File: config.mk
export PLATFORM = sky130hd
export DESIGN_NAME = bpc_div
export DESIGN_NICKNAME = d
export VERILOG_FILES = /design/src/design/bpc_div.sv
export SDC_FILE = /design/constraint.sdc
export NUM_CORES = 2
export LEC_CHECK = 0
export BUFFER_PORTS_ARGS = -buffer_cell sky130_fd_sc_hd__buf_2
export CORE_UTILIZATION = 30
export DETAILED_ROUTE_END_ITERATION = 10
export PLACE_DENSITY_LB_ADDON = 0.2
export SYNTH_ARGS = -nofsm -noshare
export SYNTH_HDL_FRONTEND = slang
export SYNTH_SLANG_ARGS = --single-unit
File: constraint.sdc
create_clock -name clk -period 10 [get_ports clk]
set_input_delay 2 -clock clk [delete_from_list [all_inputs] [get_ports clk]]
set_output_delay 2 -clock clk [all_outputs]
set_load 0.05 [all_outputs]
File: src/design/bpc_div.sv
// Pipelined unsigned divider, one quotient bit per register stage.
// Carries a sideband word alongside each operand pair. Uses no package.
`default_nettype none
module bpc_div #(
  parameter int unsigned W      = 32,
  parameter int unsigned SIDE_W = 1
) (
  input  wire logic              clk,
  input  wire logic              rst,
  input  wire logic              en,
  input  wire logic              in_valid,
  input  wire logic [W-1:0]      dividend,
  input  wire logic [W-1:0]      divisor,
  input  wire logic [SIDE_W-1:0] side_in,
  output logic                   out_valid,
  output logic [W-1:0]           quotient,
  output logic [SIDE_W-1:0]      side_out
);

  logic              vld  [W+1];
  logic [W-1:0]      num  [W+1];
  logic [W-1:0]      den  [W+1];
  logic [W-1:0]      rem  [W+1];
  logic [SIDE_W-1:0] side [W+1];

  assign vld[0]  = in_valid;
  assign num[0]  = dividend;
  assign den[0]  = divisor;
  assign rem[0]  = '0;
  assign side[0] = side_in;

  for (genvar i = 0; i < W; i++) begin : g_stage
    logic [W:0]   trial;
    logic         fits;
    logic [W-1:0] rem_next;
    always_comb begin
      trial    = {rem[i], num[i][W-1]};
      fits     = trial >= {1'b0, den[i]};
      rem_next = fits ? W'(trial - {1'b0, den[i]}) : trial[W-1:0];
    end
    always_ff @(posedge clk) begin
      if (rst) begin
        vld[i+1] <= 1'b0;
      end else if (en) begin
        vld[i+1] <= vld[i];
      end
      if (en) begin
        num[i+1]  <= {num[i][W-2:0], fits};
        den[i+1]  <= den[i];
        rem[i+1]  <= rem_next;
        side[i+1] <= side[i];
      end
    end
  end

  assign out_valid = vld[W];
  assign quotient  = num[W];
  assign side_out  = side[W];

endmodule
`default_nettype wire

; After elaboration in Yosys (flattened, before gate mapping)
; Cells that the tools add are included.
[totals]
word_cells = 253
output_inout_bits = 34
inputBits = 69
ff_bits = 3072
[op_classes]
order_cmp = 32
mux = 31
addsub = 31
[ops]
columns = op, n
row1 = >= comparator 33 x 32 -> 1 bit, 31
row2 = two-way mux 32 bit, 30
row3 = subtractor 32 bit, 30
row4 = >= comparator 1 x 32 -> 1 bit, 1
row5 = subtractor 1 x 32 -> 32 bit, 1
row6 = two-way mux 1 bit, 1

; Depth between registers and ports, before layout
[logic_depth]
word_depth = 2
mapped_depth = 16
mapped_depth_nobuf = 14

; Worst setup path before layout
; OpenSTA, ideal clock, no wires.
[synth_timing]
path_type = in2reg
start = in divisor[13]
end = reg rem, in the netlist g_stage[1].trial[22], data pin
required_time_ns = 9.853
path_stages = 7
setup_slack_ns = 5.916
arrival_time_ns = 3.937
setup_time_ns = 0.147
n_path_buf = 1
path_cell_list = or4_1 nor3_1 nand4_1 nor4_1 nand3_1 clkbuf_1 a21oi_1
[synth_via]
elab_chain_cells = 1
word_cells_on_any_way = 2
cone_classes = 1 x add/sub / 1 x order compare
[synth_rtl]
columns = element, line
row1 = from (decl), 13  ; input wire logic [W-1:0] divisor,
row2 = subtractor 1 x 32 -> 32 bit or >= comparator 1 x 32 -> 1 bit (tied branches), "39, 38"
row3 = "to (signal, indexed assignment)", 50  ; rem[i+1] <= rem_next;
row4 = to (decl), 23  ; logic [W-1:0] rem [W+1];
; Parallel ways exist; a longest one is shown, timed or not.
; A chain may end at the register's enable or synchronous reset.

; Worst setup path after layout
[layout_timing]
start = reg den[865] in the netlist's numbering
end = reg rem, in the netlist g_stage[6].trial[21], data pin
[layout_via]
elab_chain_cells = 2
word_cells_on_any_way = 3
cone_classes = 1 x add/sub / 1 x order compare / 1 x mux
[layout_rtl]
columns = element, line
row1 = from (decl), 22  ; logic [W-1:0] den [W+1];
row2 = "from (signal, indexed assignment)", 49  ; den[i+1] <= den[i];
row3 = subtractor 32 bit or >= comparator 33 x 32 -> 1 bit (tied branches), "39, 38"
row4 = two-way mux 32 bit *, 39  ; rem_next = fits ? W'(trial - {1'b0, den[i]}) : trial[W-1:0];
row5 = named net g_stage[5].rem_next[20], 35  ; logic [W-1:0] rem_next;
; Mark *: on every way through the listed nets, which the timed path passes. The rest lies on a longest branch.

==> run summary <==
Dividing the detail-routed wire length by the instance count gives 18.8 µm. The via count of the first global-routing pass was 94.2k. For this run, the share of the core covered by cells in the final layout is 34.1%.

Entering global routing, the biggest net connects 182 pins. Counting flops with a built-in enable in the synthesized netlist gives 3040. The count of fill cells added during filler insertion was 50.8k. In this run the count of I/O pins placed on the die edge is 103. Across the run, the number of max-cap violations was 0. For the pin with the worst max-slew slack, the measured transition is 1.23 ns. TritonCTS built the clock tree.

Data on the critical path arrives at its endpoint at 5.47 ns. The fraction of power spent switching nets was 37.1%. In this run, distinct cell masters in the synthesized netlist total 93. In this run the worst path has a maximum fanout of 19. The detail route stage leaves a number of antenna-violating nets equal to 0. Once detailed placement completed, the half-perimeter wirelength came to 281000 µm.

Of the cells placed in the final design, the portion with a size suffix greater than 1 is 8.26%. The worst hold path begins at num[363]. The worst register-to-register path begins at den[865]. The worst path needs 4.78 ns of the cycle, external delays included.

The post-synthesis register bit count came out at 3072. Number of antenna violations at the first check in global routing: 3. Routability-driven placement finished with a final weighted congestion of 0.848. Dividing the detail-routed via count by the number of cells gives 4.73. The category of the most critical setup path is register to register. Post-CTS timing repair inserted 0 buffers for setup.

The launch point of the critical path was den[865]. STA puts the critical path data required time at 10.68 ns. Per report_power, the combinational group accounts for 41.2% of the total. The total routed wirelength came out at 380000 µm.

The total power divided by cell area was 324 mW/mm². Summing every instance area after synthesis gives 0.155 mm². The detailed-router iteration count before antenna repair was 6; the synthesis warning total was 0. The class of the most critical hold timing path is register to register. Critical path capture point type: a register.

The delay of the slowest cell on the worst path was 0.69 ns. Setup repair after global routing left no endpoint under its margin. The flow ran to the end, and the final reports show no timing, DRC or antenna violations. The critical path goes through inv_1 -> ha_1 -> nor2b_1 -> o31ai_1 -> a211oi_1 -> a21oi_1 -> o2111ai_1 -> o311a_1 -> a31oi_1 -> o21ai_1 -> a221oi_1 -> o21a_1 -> buf_4 -> mux2_2. The post-CTS clock slew at the launch and capture registers of the worst setup and hold paths was 0.06 ns. The tools report the total DRC errors in the routed layout as 0. STA classifies the critical path startpoint as a register. Port buffering added 102 buffers.

The ratio of final minimum period to clock period was 47.8%; the die boundary width was 722 µm. Static timing analysis puts the maximum clock frequency at 209 MHz. The setup TNS after final layout is 0 ns. In the layout the commonest cells are sky130_fd_sc_hd__edfxtp_1 (3040), sky130_fd_sc_hd__inv_1 (1229), sky130_fd_sc_hd__ha_1 (994). Post-synthesis average cell area: 12.1 µm². The first global-routing pass estimated 576000 µm of wire.

Cell at the slowest stage of the critical path: sky130_fd_sc_hd__o21a_1. The switching power total is 21100 µW, and the leakage component of the power is 0.0687 µW. No sink is reached through more buffers than the 4 on the longest clock path. The cell-internal power came out at 35800 µW. The share of total power dissipated in sequential elements is 36.0%. For the number of pins with negative max-slew slack in the final report, the log shows 0. Summing the sequential cell areas from Yosys gives 59.2% of the chip area.

The fraction of synthesis flops using an asynchronous set or reset pin is 0%, and the core footprint is 0.514 mm². The root buffer cell is sky130_fd_sc_hd__clkbuf_16. The number of hold-slack violations in the final timing report is 0, and the clock latency reported for the late side of the worst-skew pair is 0.99 ns.

The clock arrives with 0.107 ns of skew. Global routing used 14.1% of the available tracks across all layers. For this run, the leading register cell type out of synthesis is sky130_fd_sc_hd__edfxtp_1.

Counting every net in the synthesized netlist gives 14.0k. The H-tree was split into 5 levels. The starting utilization of the core area is 30.2%.

The most common cell after layout, fill and taps aside was sky130_fd_sc_hd__edfxtp_1. Setup violations remaining at the end of the flow were counted as 0. Synthesis produced a netlist whose cell count is 12.9k. After the first detailed-routing iteration, the DRC count stood at 6391. The logs give 95.4k for the overall via count from detail_route and 17.1% for the worst slew margin relative to its limit. The TritonCTS buffer count is 350.

Per report_power, the clock group accounts for 22.8% of the total. The number of hold buffers added after CTS was 0. From synthesis to final layout, the design area changed by 12.9%. The vertical die dimension came out at 722 µm. The total clock sinks was 3072. The tools report the post-cts repair resize count as 0.

The logs give 263 for the site row count and 0.521 mm² for the die area. The worst-case IR drop observed on VDD is 0.168 mV. Summed over all layers, the global routing overflow is 0. For the final net count, the log shows 14.1k. Family of cells with the greatest summed delay on the critical path: compound AO/OA/AOI/OAI gates. Counting both buffers and inverters, the worst setup path holds a total of 2.
==> final timing paths <==
path         depth (start not counted)              endpoint  slack (ns)
max                                 14  g_stage[6].trial[21]        5.22
min                                  0              num[332]        0.33
max reg2reg                         14  g_stage[6].trial[21]        5.22
min reg2reg                          0              num[332]        0.33
==> metal layers <==
layer,global-route usage (%),routed length (µm),vias to the layer above
li1,-,-,47563
met1,18.1,168000,45864
met2,25.2,189000,1455
met3,1.55,12300,553
met4,3.88,10600,0
met5,0,0,-
==> cells in the mapped netlist, types with 115 or more instances <==
cell type | n | area share, %
sky130_fd_sc_hd__nand3_1 | 205 | 0.66
sky130_fd_sc_hd__a21o_1 | 493 | 2.4
sky130_fd_sc_hd__o21ai_0 | 881 | 2.8
sky130_fd_sc_hd__xnor2_1 | 457 | 2.6
sky130_fd_sc_hd__nor2b_1 | 141 | 0.57
sky130_fd_sc_hd__inv_1 | 1229 | 3.0
sky130_fd_sc_hd__nand2b_1 | 137 | 0.55
sky130_fd_sc_hd__nor3_1 | 115 | 0.37
sky130_fd_sc_hd__mux2_2 | 286 | 2.1
sky130_fd_sc_hd__o21a_1 | 131 | 0.63
sky130_fd_sc_hd__nand4_1 | 156 | 0.63
sky130_fd_sc_hd__xor2_1 | 369 | 2.1
sky130_fd_sc_hd__edfxtp_1 | 3040 | 59
sky130_fd_sc_hd__o21bai_1 | 116 | 0.56
sky130_fd_sc_hd__clkbuf_1 | 304 | 0.73
sky130_fd_sc_hd__nand2_1 | 970 | 2.3
sky130_fd_sc_hd__nor2_1 | 679 | 1.6
sky130_fd_sc_hd__ha_1 | 994 | 8.0
sky130_fd_sc_hd__a21oi_1 | 974 | 3.1
==> power by group through the flow <==
| stage | Sequential, µW | Combinational (µW) | Clock [µW] |
|---|---|---|---|
| final | 20500 | 23400 | 13000 |
| after CTS | 20600 | 23500 | 13500 |
| after detailed placement | 20800 | 23300 | 0 |
| after global routing | 20800 | 26200 | 13900 |
| after global placement | 20900 | 23300 | 0 |
| after floorplan | 19400 | 17900 | 0 |
==> worst reg2reg max path: cells and delay by family (launching register included) <==
family	cells	cell delay (ns)
muxes	1	0.40
and+or+nand+nor	1	0.16
DFF	1	0.40
buffers and inverters	2	0.49
AOI/OAI and AO/OA	9	2.75
adders and majority gates	1	0.31
==> area by class of cell <==
| type | instances | area (µm²) | area share [%] |
|---|---|---|---|
| antenna | 3 | 7.51 | 0.00428 |
| clock buffer | 417 | 9130 | 5.20 |
| clock inverter | 223 | 2410 | 1.37 |
| inverter | 1230 | 4620 | 2.63 |
| multi-input combinational | 8185 | 57500 | 32.8 |
| sequential | 3072 | 91900 | 52.4 |
| tap | 6890 | 8620 | 4.91 |
| timing repair buffer | 171 | 1270 | 0.723 |
==> registers in the layout (all words and copies together), names as in the netlist <==
register and flops:
quotient 32, g_stage.trial 1023, vld 31, out_valid 1
side_out 1, side 31, num 961, den 992
==> through the flow <==
stage	hold WS, ns	cells	cell area, µm²	setup slack, ns	total power [µW]
after floorplan	0.400	12864	155000	5.92	37300
after global placement	0.400	19548	164000	5.24	44200
after detailed placement	0.405	19548	164000	5.19	44100
after CTS	0.318	20188	176000	5.15	57600
after global routing	0.317	20190	176000	4.90	60900
final	0.325	20191	176000	5.22	56800
==> logic make-up (layout without fill, tap and decap cells) <==
group                    after synthesis  count (layout)  share of synthesized area (%)
AO/OA/AOI/OAI                       3284            3284                           13.1
flip-flops                          3072            3072                           59.2
AND/OR/NAND/NOR                     2676            2676                           7.99
buffers and inverters               1607            2041                           4.00
adder cells (fa/ha/maj)             1024            1024                           8.39
XOR/XNOR                             826             826                           4.66
multiplexers                         375             375                           2.73
other                                  0               3                              0
No activity file was read; power rests on OpenSTA's default activity.
